### src/design/assert_macros.svh
// assertion macros shared by the octree child partition files
// no dependencies; define NO_ASSERTIONS to compile the checks out
`ifndef ASSERT_MACROS_SVH
`define ASSERT_MACROS_SVH

`ifndef NO_ASSERTIONS

// property must hold at every clock edge outside reset
`define OCP_ASSERT(lbl, prop, msg) \
	lbl: assert property (@(posedge clk) disable iff (!arst_n) (prop)) else $error(msg);

// condition must never be true at a clock edge outside reset
`define OCP_ASSERT_NEVER(lbl, cond, msg) \
	lbl: assert property (@(posedge clk) disable iff (!arst_n) !(cond)) else $error(msg);

`else

`define OCP_ASSERT(lbl, prop, msg)
`define OCP_ASSERT_NEVER(lbl, cond, msg)

`endif

`endif

### src/design/ocp_pkg.sv
// shared types and constants of the octree child partition block
// no dependencies
package ocp_pkg;

	localparam int KEY_LEVELS = 21;
	localparam int OCTANTS    = 8;
	localparam int OCT_W      = 3;
	localparam int KEY_W      = 63;
	localparam int ADDR_W     = 31;
	localparam int CNT_W      = 31;
	localparam int LVL_W      = 5;
	localparam int CFG_W      = 31;
	localparam int S_TDATA_W  = 96;
	localparam int M_TDATA_W  = 72;
	localparam int QDEPTH     = 2;
	localparam int QPTR_W     = 1;
	localparam int QCNT_W     = 2;

	localparam logic [CNT_W-1:0] CNT_MAX    = {CNT_W{1'b1}};
	localparam logic [LVL_W-1:0] LEVEL_RST  = LVL_W'(1);
	localparam logic [CFG_W-1:0] LIMIT_RST  = CFG_W'(8);
	localparam logic [OCT_W-1:0] OCT_LAST   = OCT_W'(OCTANTS - 1);

	// configuration register indexes
	typedef enum logic [0:0] {
		CFG_CHILD_LEVEL = 1'b0,
		CFG_LEAF_LIMIT  = 1'b1
	} cfg_idx_t;

	// per-octant summary of one split parent
	typedef struct packed {
		logic [OCTANTS-1:0][ADDR_W-1:0] first;
		logic [OCTANTS-1:0][CNT_W-1:0]  cnt;
	} parent_rec_t;

	// saturating increment of a particle counter
	function automatic logic [CNT_W-1:0] sat_inc(input logic [CNT_W-1:0] v);
		sat_inc = (v == CNT_MAX) ? CNT_MAX : v + CNT_W'(1);
	endfunction

endpackage

### src/design/octree_child_partition.sv
// top level of the octree child partition block
// instantiates ocp_front, ocp_queue and ocp_back; uses ocp_pkg
//
// Takes one particle word per cycle (Morton key, address, tlast on the last particle of
// a parent) and, for every parent with more particles than leaf_limit, returns eight
// words, octants 0 to 7 in order, each with start address and count (tlast on octant 7).
// Input runs at one word per cycle; a split parent fills the output for eight words, and
// a two-entry record queue between front end and output walker lets the next parents
// stream in meanwhile. Input stalls only when a split parent closes while both queue
// entries are still draining. Results pass stage 1, the queue and the output register.
// The user must write configuration only while the block is idle; it is not enforced.

module octree_child_partition import ocp_pkg::*; (
	input  logic                 clk,
	input  logic                 arst_n,
	input  logic                 cfg_we,
	input  logic [0:0]           cfg_index,
	input  logic [CFG_W-1:0]     cfg_wdata,
	input  logic                 s_tvalid,
	output logic                 s_tready,
	input  logic [S_TDATA_W-1:0] s_tdata,   // key[62:0], particle_address[93:63], zero pad
	input  logic                 s_tlast,   // last_particle
	output logic                 m_tvalid,
	input  logic                 m_tready,
	output logic [M_TDATA_W-1:0] m_tdata,   // octant[2:0], empty_res[3], first_address[34:4],
	                                        // count[65:35], zero pad
	output logic                 m_tlast    // last_octant
);

	parent_rec_t rec_in;
	parent_rec_t rec_out;
	logic        push;
	logic        pop;
	logic        q_full;
	logic        q_nonempty;

	// classify and accumulate
	ocp_front u_front (
		.clk       (clk),
		.arst_n    (arst_n),
		.cfg_we    (cfg_we),
		.cfg_index (cfg_index),
		.cfg_wdata (cfg_wdata),
		.s_tvalid  (s_tvalid),
		.s_tready  (s_tready),
		.s_tdata   (s_tdata),
		.s_tlast   (s_tlast),
		.push      (push),
		.rec       (rec_in),
		.q_full    (q_full)
	);

	// parent record queue
	ocp_queue u_queue (
		.clk      (clk),
		.arst_n   (arst_n),
		.push     (push),
		.rec_in   (rec_in),
		.full     (q_full),
		.pop      (pop),
		.rec_out  (rec_out),
		.nonempty (q_nonempty)
	);

	// emit octant words
	ocp_back u_back (
		.clk      (clk),
		.arst_n   (arst_n),
		.nonempty (q_nonempty),
		.rec      (rec_out),
		.pop      (pop),
		.m_tvalid (m_tvalid),
		.m_tready (m_tready),
		.m_tdata  (m_tdata),
		.m_tlast  (m_tlast)
	);

endmodule

### src/design/ocp_front.sv
// front end: takes particle words, extracts octant digits, keeps per-octant
// first address and count, and closes each parent into a summary record; uses ocp_pkg
`include "assert_macros.svh"

module ocp_front import ocp_pkg::*; (
	input  logic                 clk,
	input  logic                 arst_n,
	input  logic                 cfg_we,
	input  logic [0:0]           cfg_index,
	input  logic [CFG_W-1:0]     cfg_wdata,
	input  logic                 s_tvalid,
	output logic                 s_tready,
	input  logic [S_TDATA_W-1:0] s_tdata,
	input  logic                 s_tlast,
	output logic                 push,
	output parent_rec_t          rec,
	input  logic                 q_full
);

	logic [LVL_W-1:0]  child_level_q;
	logic [CFG_W-1:0]  leaf_limit_q;
	logic [KEY_W-1:0]  key;
	logic [LVL_W-1:0]  lev;
	logic [LVL_W-1:0]  sh;
	logic [OCT_W-1:0]  digit;

	logic              valid_s1;
	logic              last_s1;
	logic [OCT_W-1:0]  digit_s1;
	logic [ADDR_W-1:0] addr_s1;

	logic [OCTANTS-1:0][CNT_W-1:0]  cnt_q;
	logic [OCTANTS-1:0][ADDR_W-1:0] first_q;
	logic [CNT_W-1:0]               total_q;
	logic [OCTANTS-1:0][CNT_W-1:0]  nxt_cnt;
	logic [OCTANTS-1:0][ADDR_W-1:0] nxt_first;
	logic [CNT_W-1:0]               nxt_total;
	logic close, split, stall;

	// configuration registers
	always_ff @(posedge clk or negedge arst_n) begin
		if (!arst_n) begin
			child_level_q <= LEVEL_RST;
			leaf_limit_q  <= LIMIT_RST;
		end else if (cfg_we) begin
			case (cfg_idx_t'(cfg_index))
				CFG_CHILD_LEVEL: child_level_q <= cfg_wdata[LVL_W-1:0];
				CFG_LEAF_LIMIT:  leaf_limit_q  <= cfg_wdata;
				default:         ;
			endcase
		end
	end

	// octant digit at the child level; level zero shifts the key out
	assign key = s_tdata[KEY_W-1:0];
	always_comb begin
		lev   = (child_level_q > LVL_W'(KEY_LEVELS)) ? LVL_W'(KEY_LEVELS) : child_level_q;
		sh    = LVL_W'(KEY_LEVELS) - lev;
		digit = '0;
		for (int i = 0; i < KEY_LEVELS; i++) begin
			if (sh == LVL_W'(i)) digit = key[OCT_W*i +: OCT_W];
		end
	end

	// stage 1 word register
	always_ff @(posedge clk or negedge arst_n) begin
		if (!arst_n) begin
			valid_s1 <= 1'b0;
		end else if (s_tready) begin
			valid_s1 <= s_tvalid;
		end
	end

	always_ff @(posedge clk) begin
		if (s_tvalid && s_tready) begin
			last_s1  <= s_tlast;
			digit_s1 <= digit;
			addr_s1  <= s_tdata[KEY_W +: ADDR_W];
		end
	end

	// octant lanes: next count and first address
	always_comb begin
		for (int j = 0; j < OCTANTS; j++) begin
			if (digit_s1 == OCT_W'(j)) begin
				nxt_cnt[j]   = sat_inc(cnt_q[j]);
				nxt_first[j] = (cnt_q[j] == '0) ? addr_s1 : first_q[j];
			end else begin
				nxt_cnt[j]   = cnt_q[j];
				nxt_first[j] = first_q[j];
			end
		end
		nxt_total = sat_inc(total_q);
	end

	// parent close and queue handshake
	assign close     = valid_s1 && last_s1;
	assign split     = nxt_total > leaf_limit_q;
	assign stall     = close && split && q_full;
	assign s_tready  = !stall;
	assign push      = close && split && !q_full;
	assign rec.first = nxt_first;
	assign rec.cnt   = nxt_cnt;

	// counters clear when a parent closes
	always_ff @(posedge clk or negedge arst_n) begin
		if (!arst_n) begin
			cnt_q   <= '0;
			total_q <= '0;
		end else if (valid_s1 && !stall) begin
			if (close) begin
				cnt_q   <= '0;
				total_q <= '0;
			end else begin
				cnt_q   <= nxt_cnt;
				total_q <= nxt_total;
			end
		end
	end

	always_ff @(posedge clk) begin
		if (valid_s1) first_q <= nxt_first;
	end

	`OCP_ASSERT(a_stall_only_on_close, !s_tready |-> (valid_s1 && last_s1), "front stalled off a parent close")
	`OCP_ASSERT(a_clear_after_close, (valid_s1 && last_s1 && s_tready) |=> (total_q == '0), "counters not cleared after close")

endmodule

### src/design/ocp_queue.sv
// two-entry queue of parent summary records between front and back
// uses ocp_pkg
`include "assert_macros.svh"

module ocp_queue import ocp_pkg::*; (
	input  logic        clk,
	input  logic        arst_n,
	input  logic        push,
	input  parent_rec_t rec_in,
	output logic        full,
	input  logic        pop,
	output parent_rec_t rec_out,
	output logic        nonempty
);

	parent_rec_t       mem_q [QDEPTH];
	logic [QPTR_W-1:0] wr_ptr_q;
	logic [QPTR_W-1:0] rd_ptr_q;
	logic [QCNT_W-1:0] fill_q;

	assign full     = fill_q == QCNT_W'(QDEPTH);
	assign nonempty = fill_q != '0;
	assign rec_out  = mem_q[rd_ptr_q];

	// pointers and fill level
	always_ff @(posedge clk or negedge arst_n) begin
		if (!arst_n) begin
			wr_ptr_q <= '0;
			rd_ptr_q <= '0;
			fill_q   <= '0;
		end else begin
			if (push) wr_ptr_q <= wr_ptr_q + QPTR_W'(1);
			if (pop)  rd_ptr_q <= rd_ptr_q + QPTR_W'(1);
			case ({push, pop})
				2'b10:   fill_q <= fill_q + QCNT_W'(1);
				2'b01:   fill_q <= fill_q - QCNT_W'(1);
				default: ;
			endcase
		end
	end

	// record storage
	always_ff @(posedge clk) begin
		if (push) mem_q[wr_ptr_q] <= rec_in;
	end

	`OCP_ASSERT_NEVER(a_no_overflow, push && full, "push into full parent queue")
	`OCP_ASSERT_NEVER(a_no_underflow, pop && !nonempty, "pop from empty parent queue")

endmodule

### src/design/ocp_back.sv
// back end: walks the head record octant by octant into a registered output word
// uses ocp_pkg
`include "assert_macros.svh"

module ocp_back import ocp_pkg::*; (
	input  logic                 clk,
	input  logic                 arst_n,
	input  logic                 nonempty,
	input  parent_rec_t          rec,
	output logic                 pop,
	output logic                 m_tvalid,
	input  logic                 m_tready,
	output logic [M_TDATA_W-1:0] m_tdata,
	output logic                 m_tlast
);

	logic [OCT_W-1:0]  oct_q;
	logic              m_tvalid_q;
	logic [OCT_W-1:0]  out_oct_q;
	logic              out_empty_q;
	logic [ADDR_W-1:0] out_first_q;
	logic [CNT_W-1:0]  out_cnt_q;
	logic              out_last_q;
	logic              adv;
	logic              empty_sel;

	assign adv       = nonempty && (!m_tvalid_q || m_tready);
	assign pop       = adv && (oct_q == OCT_LAST);
	assign empty_sel = rec.cnt[oct_q] == '0;

	// octant walk and output valid
	always_ff @(posedge clk or negedge arst_n) begin
		if (!arst_n) begin
			oct_q      <= '0;
			m_tvalid_q <= 1'b0;
		end else begin
			if (adv) begin
				oct_q      <= oct_q + OCT_W'(1);
				m_tvalid_q <= 1'b1;
			end else if (m_tready) begin
				m_tvalid_q <= 1'b0;
			end
		end
	end

	// output word register
	always_ff @(posedge clk) begin
		if (adv) begin
			out_oct_q   <= oct_q;
			out_empty_q <= empty_sel;
			out_first_q <= empty_sel ? '0 : rec.first[oct_q];
			out_cnt_q   <= rec.cnt[oct_q];
			out_last_q  <= oct_q == OCT_LAST;
		end
	end

	assign m_tvalid = m_tvalid_q;
	assign m_tlast  = out_last_q;
	assign m_tdata  = {(M_TDATA_W - OCT_W - 1 - ADDR_W - CNT_W)'(0),
		out_cnt_q, out_first_q, out_empty_q, out_oct_q};

	`OCP_ASSERT(a_last_on_octant7, m_tvalid_q |-> (out_last_q == (out_oct_q == OCT_LAST)), "tlast off octant seven")
	`OCP_ASSERT(a_walk_starts_at_zero, pop |=> (oct_q == '0), "octant walk not back at zero after pop")

endmodule
### config.mk
export PLATFORM = sky130hd
export DESIGN_NAME = octree_child_partition
export DESIGN_NICKNAME = d
export VERILOG_FILES = /design/src/design/ocp_pkg.sv /design/src/design/octree_child_partition.sv /design/src/design/ocp_front.sv /design/src/design/ocp_queue.sv /design/src/design/ocp_back.sv
export VERILOG_INCLUDE_DIRS = /design/src /design/src/design
export SDC_FILE = /design/constraint.sdc
export NUM_CORES = 2
export LEC_CHECK = 0
export BUFFER_PORTS_ARGS = -buffer_cell sky130_fd_sc_hd__buf_2
export CELL_PAD_IN_SITES_DETAIL_PLACEMENT = 1
export CELL_PAD_IN_SITES_GLOBAL_PLACEMENT = 1
export CORE_MARGIN = 4
export CORE_UTILIZATION = 45
export CTS_CLUSTER_SIZE = 25
export DETAILED_ROUTE_END_ITERATION = 8
export MAX_ROUTING_LAYER = met4
export PLACE_DENSITY_LB_ADDON = 0.1
export SLEW_MARGIN = 20
export SYNTH_ARGS = -nofsm -noshare
export SYNTH_HDL_FRONTEND = slang
export SYNTH_HIERARCHICAL = 1
export SYNTH_SLANG_ARGS = --single-unit
### constraint.sdc
create_clock -name clk -period 40.7 [get_ports clk]
set_input_delay 8.14 -clock clk [delete_from_list [all_inputs] [get_ports clk]]
set_output_delay 8.14 -clock clk [all_outputs]
set_load 0.005 [all_outputs]
==> impl_summary.txt <==
----------------------------------------------------
[Run status]
  Run status ... finished, final reports clean

[STA]
  Top achievable clock speed ... 0.0760 GHz
  Worst setup slack after layout ... 27540 ps
  Share of the clock period used by the worst path after layout ... 32.3%
  Largest clock skew in the final design ... 31.9 ps
  Relative slew margins ... 25.1%
  Final hold vios ... 0
  Post-layout minimum cycle time ... 13160 ps
  Final setup viols ... 0
  Setup total negative slack ... 0 ps
  Transition time of the tightest slew-check pin ... 1120 ps
  Unrepaired setup endpoints after global routing ... no
  Number of max-slew violations in the final report ... 0

[Global route]
  Congestion Overflow GR ... 0
  Initial antenna violation count ... 13
  Vias in the first global route ... 47600
  GRT Total Usage ... 23.1%
  Maximum number of pins on one net before global-route repair ... 199
  Global-route wire length before repair ... 309000 µm

[Finish]
  Layout cells sized above 1 ... 27.5%
  Post-layout instance area ... 0.0864 mm²
  Final Net Count ... 5602
  Sequential cell area ... 0.0484 mm²
  Area Growth Syn to Fin ... 11.0%
  Fillcell total ... 16500
  Area taken by multi-input logic gates ... 0.0273 mm²
  Finished Layout Cells ... 7879

[Logic synthesis]
  Syn. warnings ... 6
  Number of register bits inferred by synthesis ... 1666
  Main synth FF type ... sky130_fd_sc_hd__edfxtp_1
  Post-synth cell types ... 91
  Sequential share of the synthesized area ... 62.2%
  Number of flops mapped to enable cells by yosys ... 1342
  Gate Count Post-Synth ... 5297
  Post-synthesis cell area ... 0.0779 mm²
  Share of synthesized flip-flops with an asynchronous set or reset ... 19.4%
  Mean area per synthesized cell ... 14.7 µm²

[Worst setup path]
  Launch point of the worst path ... u_front/total_q[0]
  FF-to-FF path depth ... 19
  Required time at the endpoint of the critical path ... 32560 ps
  Critical path type ... flop to output pin
  Worst-case register-to-register setup slack ... 32690 ps
  Critical path data arrival time ... 5020 ps
  Reg-to-Reg Start ... u_front/total_q[0]
  Element type at the critical path end ... output pin
  Sort of element at the start of the critical path ... flop
  Maximum fanout along the worst path ... 39
  Endpoint of the worst-slack reg-to-reg timing path ... u_queue/mem_q[0][455]

[Place]
  RePlAce Congestion ... 0.813
  Number of port buffers ... 200
  Post-placement worst setup slack ... 28260 ps
  Total cell area at the placement stage ... 0.0806 mm²
  Number of placed instances, taps included ... 7540
  Hpwl dp ... 123000 µm

[Floorplanning]
  CORE AREA ... 0.172 mm²
  Die Outline Area ... 0.180 mm²
  Y dimension of the die ... 424 µm
  Floorplan die width ... 424 µm
  Core Rows ... 152
  Effective utilization at floorplan ... 45.3%
  Number of top-level design ports ... 209

[Pwr]
  Fraction of power consumed by sequential logic ... 43.8%
  Lkg Pwr ... 31.7 nW
  Internal power ... 3.43 mW
  Switching Fraction ... 28.4%
  Pwr/cell area ... 55.4 mW/mm²
  Switching component of the power ... 1.36 mW
  Combinational share of power ... 22.6%
  Clock network fraction of total power ... 33.6%
  Worst IR Drop VDD ... 0.0597 mV
  Total power after layout ... 4.79 mW

[Clock network]
  Post-CTS Repair Setup Buffers ... 0
  Worst-Skew Late Latency ... 830 ps
  Post-cts repair resize count ... 0
  Clock buffers created by TritonCTS ... 183
  CTS tree ... done
  # H-tree levels ... 4
  Number of buffers between clock root and the deepest sink ... 3
  Count of clock tree sinks ... 1666
  Hold_buf cts ... 0
  Worst-path clk slew ... 60 ps
  Root Buffer Master ... sky130_fd_sc_hd__clkbuf_16

[Detailed routing]
  Final antenna-violating net count ... 0
  Residual DRC count ... 0
  Total detailed-routing wirelength ... 203000 µm
  Vias post-DR ... 45900
  Count of routing violations after the opening detailed-route iteration ... 3539
  Detailed-route wire length per cell ... 25.7 µm
  Vias per std cell ... 5.82
  Detailed-routing iteration count for the pre-antenna-repair pass ... 5

[Worst hold path]
  Type of the worst min-delay path ... flop to flop
  Worst-case hold path end point ... u_queue/fill_q[1]
  Worst hold path cell count ... 1
  Hold Startpoint ... u_queue/fill_q[1]

[Job]
  MaxCap Viol Count ... 0

----------------------------------------------------
-- metrics by stage --
| stage | hold WS, ps | util (%) |
|---|---|---|
| floorplan | 445 | - |
| global placement | 471 | 46.9 |
| detailed placement | 493 | 46.9 |
| CTS | 506 | 50.3 |
| global route | 521 | 50.3 |
| finish | 500 | 50.3 |
-- power by group through the flow --
stage / clock network [mW] / registers [mW] / logic, mW
after floorplan: 0 / 2.09 / 0.798
final: 1.61 / 2.09 / 1.08
after global routing: 1.73 / 2.11 / 1.16
after global placement: 0 / 2.13 / 1.08
after CTS: 1.65 / 2.10 / 1.10
after detailed placement: 0 / 2.13 / 1.10
-- final cells by class --
class	count	area share, %
diodes	3	0.00868
clock buffers	237	5.66
clock inverters	98	1.05
inverters	94	0.411
multi-input cells	3194	31.6
flip-flops and latches	1666	56.0
well taps	2310	3.34
repair buffers	277	1.90
-- synth_stat cells (12+ instances only) --
cell type	number	area share (%)
sky130_fd_sc_hd__edfxtp_1	1342	52
sky130_fd_sc_hd__mux2_2	504	7.3
sky130_fd_sc_hd__nand2_1	391	1.9
sky130_fd_sc_hd__dfrtp_1	322	10
sky130_fd_sc_hd__mux2_4	300	5.8
sky130_fd_sc_hd__o21ai_0	188	1.2
sky130_fd_sc_hd__clkbuf_1	181	0.87
sky130_fd_sc_hd__nand3_1	154	0.99
sky130_fd_sc_hd__and3_1	140	1.1
sky130_fd_sc_hd__nor2_1	124	0.60
sky130_fd_sc_hd__a22o_1	115	1.3
sky130_fd_sc_hd__xor2_1	107	1.2
sky130_fd_sc_hd__a221o_1	100	1.3
sky130_fd_sc_hd__a21oi_1	97	0.62
sky130_fd_sc_hd__inv_1	94	0.45
sky130_fd_sc_hd__mux4_2	81	2.3
sky130_fd_sc_hd__buf_2	79	0.51
sky130_fd_sc_hd__nand4_1	77	0.62
sky130_fd_sc_hd__mux2i_1	70	0.90
sky130_fd_sc_hd__xnor2_1	70	0.79
sky130_fd_sc_hd__nor4_1	68	0.55
sky130_fd_sc_hd__a21o_1	52	0.50
sky130_fd_sc_hd__ha_1	52	0.84
sky130_fd_sc_hd__buf_6	45	0.65
sky130_fd_sc_hd__nor3_1	44	0.28
sky130_fd_sc_hd__mux2_1	31	0.45
sky130_fd_sc_hd__a21oi_2	30	0.34
sky130_fd_sc_hd__o22ai_1	27	0.22
sky130_fd_sc_hd__and4_1	26	0.29
sky130_fd_sc_hd__buf_1	26	0.13
sky130_fd_sc_hd__or3_1	26	0.21
sky130_fd_sc_hd__a31oi_1	25	0.20
sky130_fd_sc_hd__and2_1	23	0.18
sky130_fd_sc_hd__nand2b_1	22	0.18
sky130_fd_sc_hd__o21a_1	18	0.17
sky130_fd_sc_hd__o31ai_1	17	0.16
sky130_fd_sc_hd__or2_2	17	0.14
sky130_fd_sc_hd__a211o_1	14	0.16
sky130_fd_sc_hd__nor2b_1	14	0.11
sky130_fd_sc_hd__buf_4	12	0.12
sky130_fd_sc_hd__or3b_2	12	0.13
-- metal layers --
metal  GRT usage [%]  part of all wire (%)  up-vias  wire, µm
met5               -                     0        -         0
met4            5.22                   1.9        0      3840
met3            2.73                   4.0      243      8030
met2            37.1                    49      935     98700
met1            31.9                    45    24000     92000
li1                -                     -    20700         -
-- worst max-delay path by stage --
stage | depth (start not counted) | to
after floorplan | 7 | u_queue/mem_q[0][0]
after global placement | 14 | s_tready
after detailed placement | 14 | s_tready
after CTS | 14 | s_tready
after global routing | 13 | s_tready
final | 14 | s_tready
-- cells by family (layout without fill, tap and decap cells) --
family,after synthesis,after routing,synth area share (%)
flops,1666,1666,62.2
simple gates,1189,1189,7.92
mux,995,995,17.1
compound gates,775,775,7.16
buf+inv,442,706,2.84
xor+xnor,177,177,1.99
fa+ha+maj,52,52,0.836
other cells,1,9,0.00482
-- critical path, stage by stage (launching register included) --
cell and delay [ps]:
sky130_fd_sc_hd__dfrtp_1 460, sky130_fd_sc_hd__ha_1 300, sky130_fd_sc_hd__nand2_1 100, sky130_fd_sc_hd__nor4_2 50, sky130_fd_sc_hd__buf_4 170, sky130_fd_sc_hd__nand4b_1 130
sky130_fd_sc_hd__or2_2 620, sky130_fd_sc_hd__o21ai_0 310, sky130_fd_sc_hd__ha_1 400, sky130_fd_sc_hd__nand2_1 50, sky130_fd_sc_hd__o21ai_0 230, sky130_fd_sc_hd__or4b_1 450
sky130_fd_sc_hd__and4bb_2 270, sky130_fd_sc_hd__a211o_1 420, sky130_fd_sc_hd__buf_2 200
-- sequential cells by signal, summed over array words and instances, names as in the netlist, 2 cells and up --
name / flops
u_back/oct_q: 3
u_back/out_oct_q: 3
u_front/leaf_limit_q: 31
u_front/first_q: 248
u_back/out_cnt_q: 31
u_front/child_level_q: 5
u_back/out_first_q: 31
u_queue/mem_q: 992
u_front/cnt_q: 248
u_front/digit_s1: 3
u_queue/fill_q: 2
u_front/total_q: 31
u_front/addr_s1: 31
-- layout by cell type (no fill, tap or decap), types with 21 or more instances in the layout --
cell                        count
sky130_fd_sc_hd__a21oi_2       30
sky130_fd_sc_hd__or3_1         26
sky130_fd_sc_hd__ha_1          52
sky130_fd_sc_hd__nand4_1       77
sky130_fd_sc_hd__a22o_1       115
sky130_fd_sc_hd__o22ai_1       27
sky130_fd_sc_hd__xor2_1       107
sky130_fd_sc_hd__nor4_1        68
sky130_fd_sc_hd__clkbuf_1      45
sky130_fd_sc_hd__a221o_1      100
sky130_fd_sc_hd__clkinv_1      38
sky130_fd_sc_hd__a21oi_1       97
sky130_fd_sc_hd__mux2_1        31
sky130_fd_sc_hd__nand3_1      154
sky130_fd_sc_hd__xnor2_1       70
sky130_fd_sc_hd__a21o_1        52
sky130_fd_sc_hd__and4_1        21
sky130_fd_sc_hd__a31oi_1       25
sky130_fd_sc_hd__buf_4         73
sky130_fd_sc_hd__and2_1        21
sky130_fd_sc_hd__edfxtp_1    1342
sky130_fd_sc_hd__buf_2        199
sky130_fd_sc_hd__nor3_1        39
sky130_fd_sc_hd__clkinv_2      29
sky130_fd_sc_hd__clkbuf_16    185
sky130_fd_sc_hd__inv_1         92
sky130_fd_sc_hd__mux2_2       504
sky130_fd_sc_hd__mux2_4       300
sky130_fd_sc_hd__o21ai_0      188
sky130_fd_sc_hd__nand2b_1      22
sky130_fd_sc_hd__dfrtp_1      317
sky130_fd_sc_hd__nand2_1      389
sky130_fd_sc_hd__mux2i_1       70
sky130_fd_sc_hd__and3_1       140
sky130_fd_sc_hd__nor2_1       123
sky130_fd_sc_hd__mux4_2        81
No activity file was read; power rests on OpenSTA's default activity.
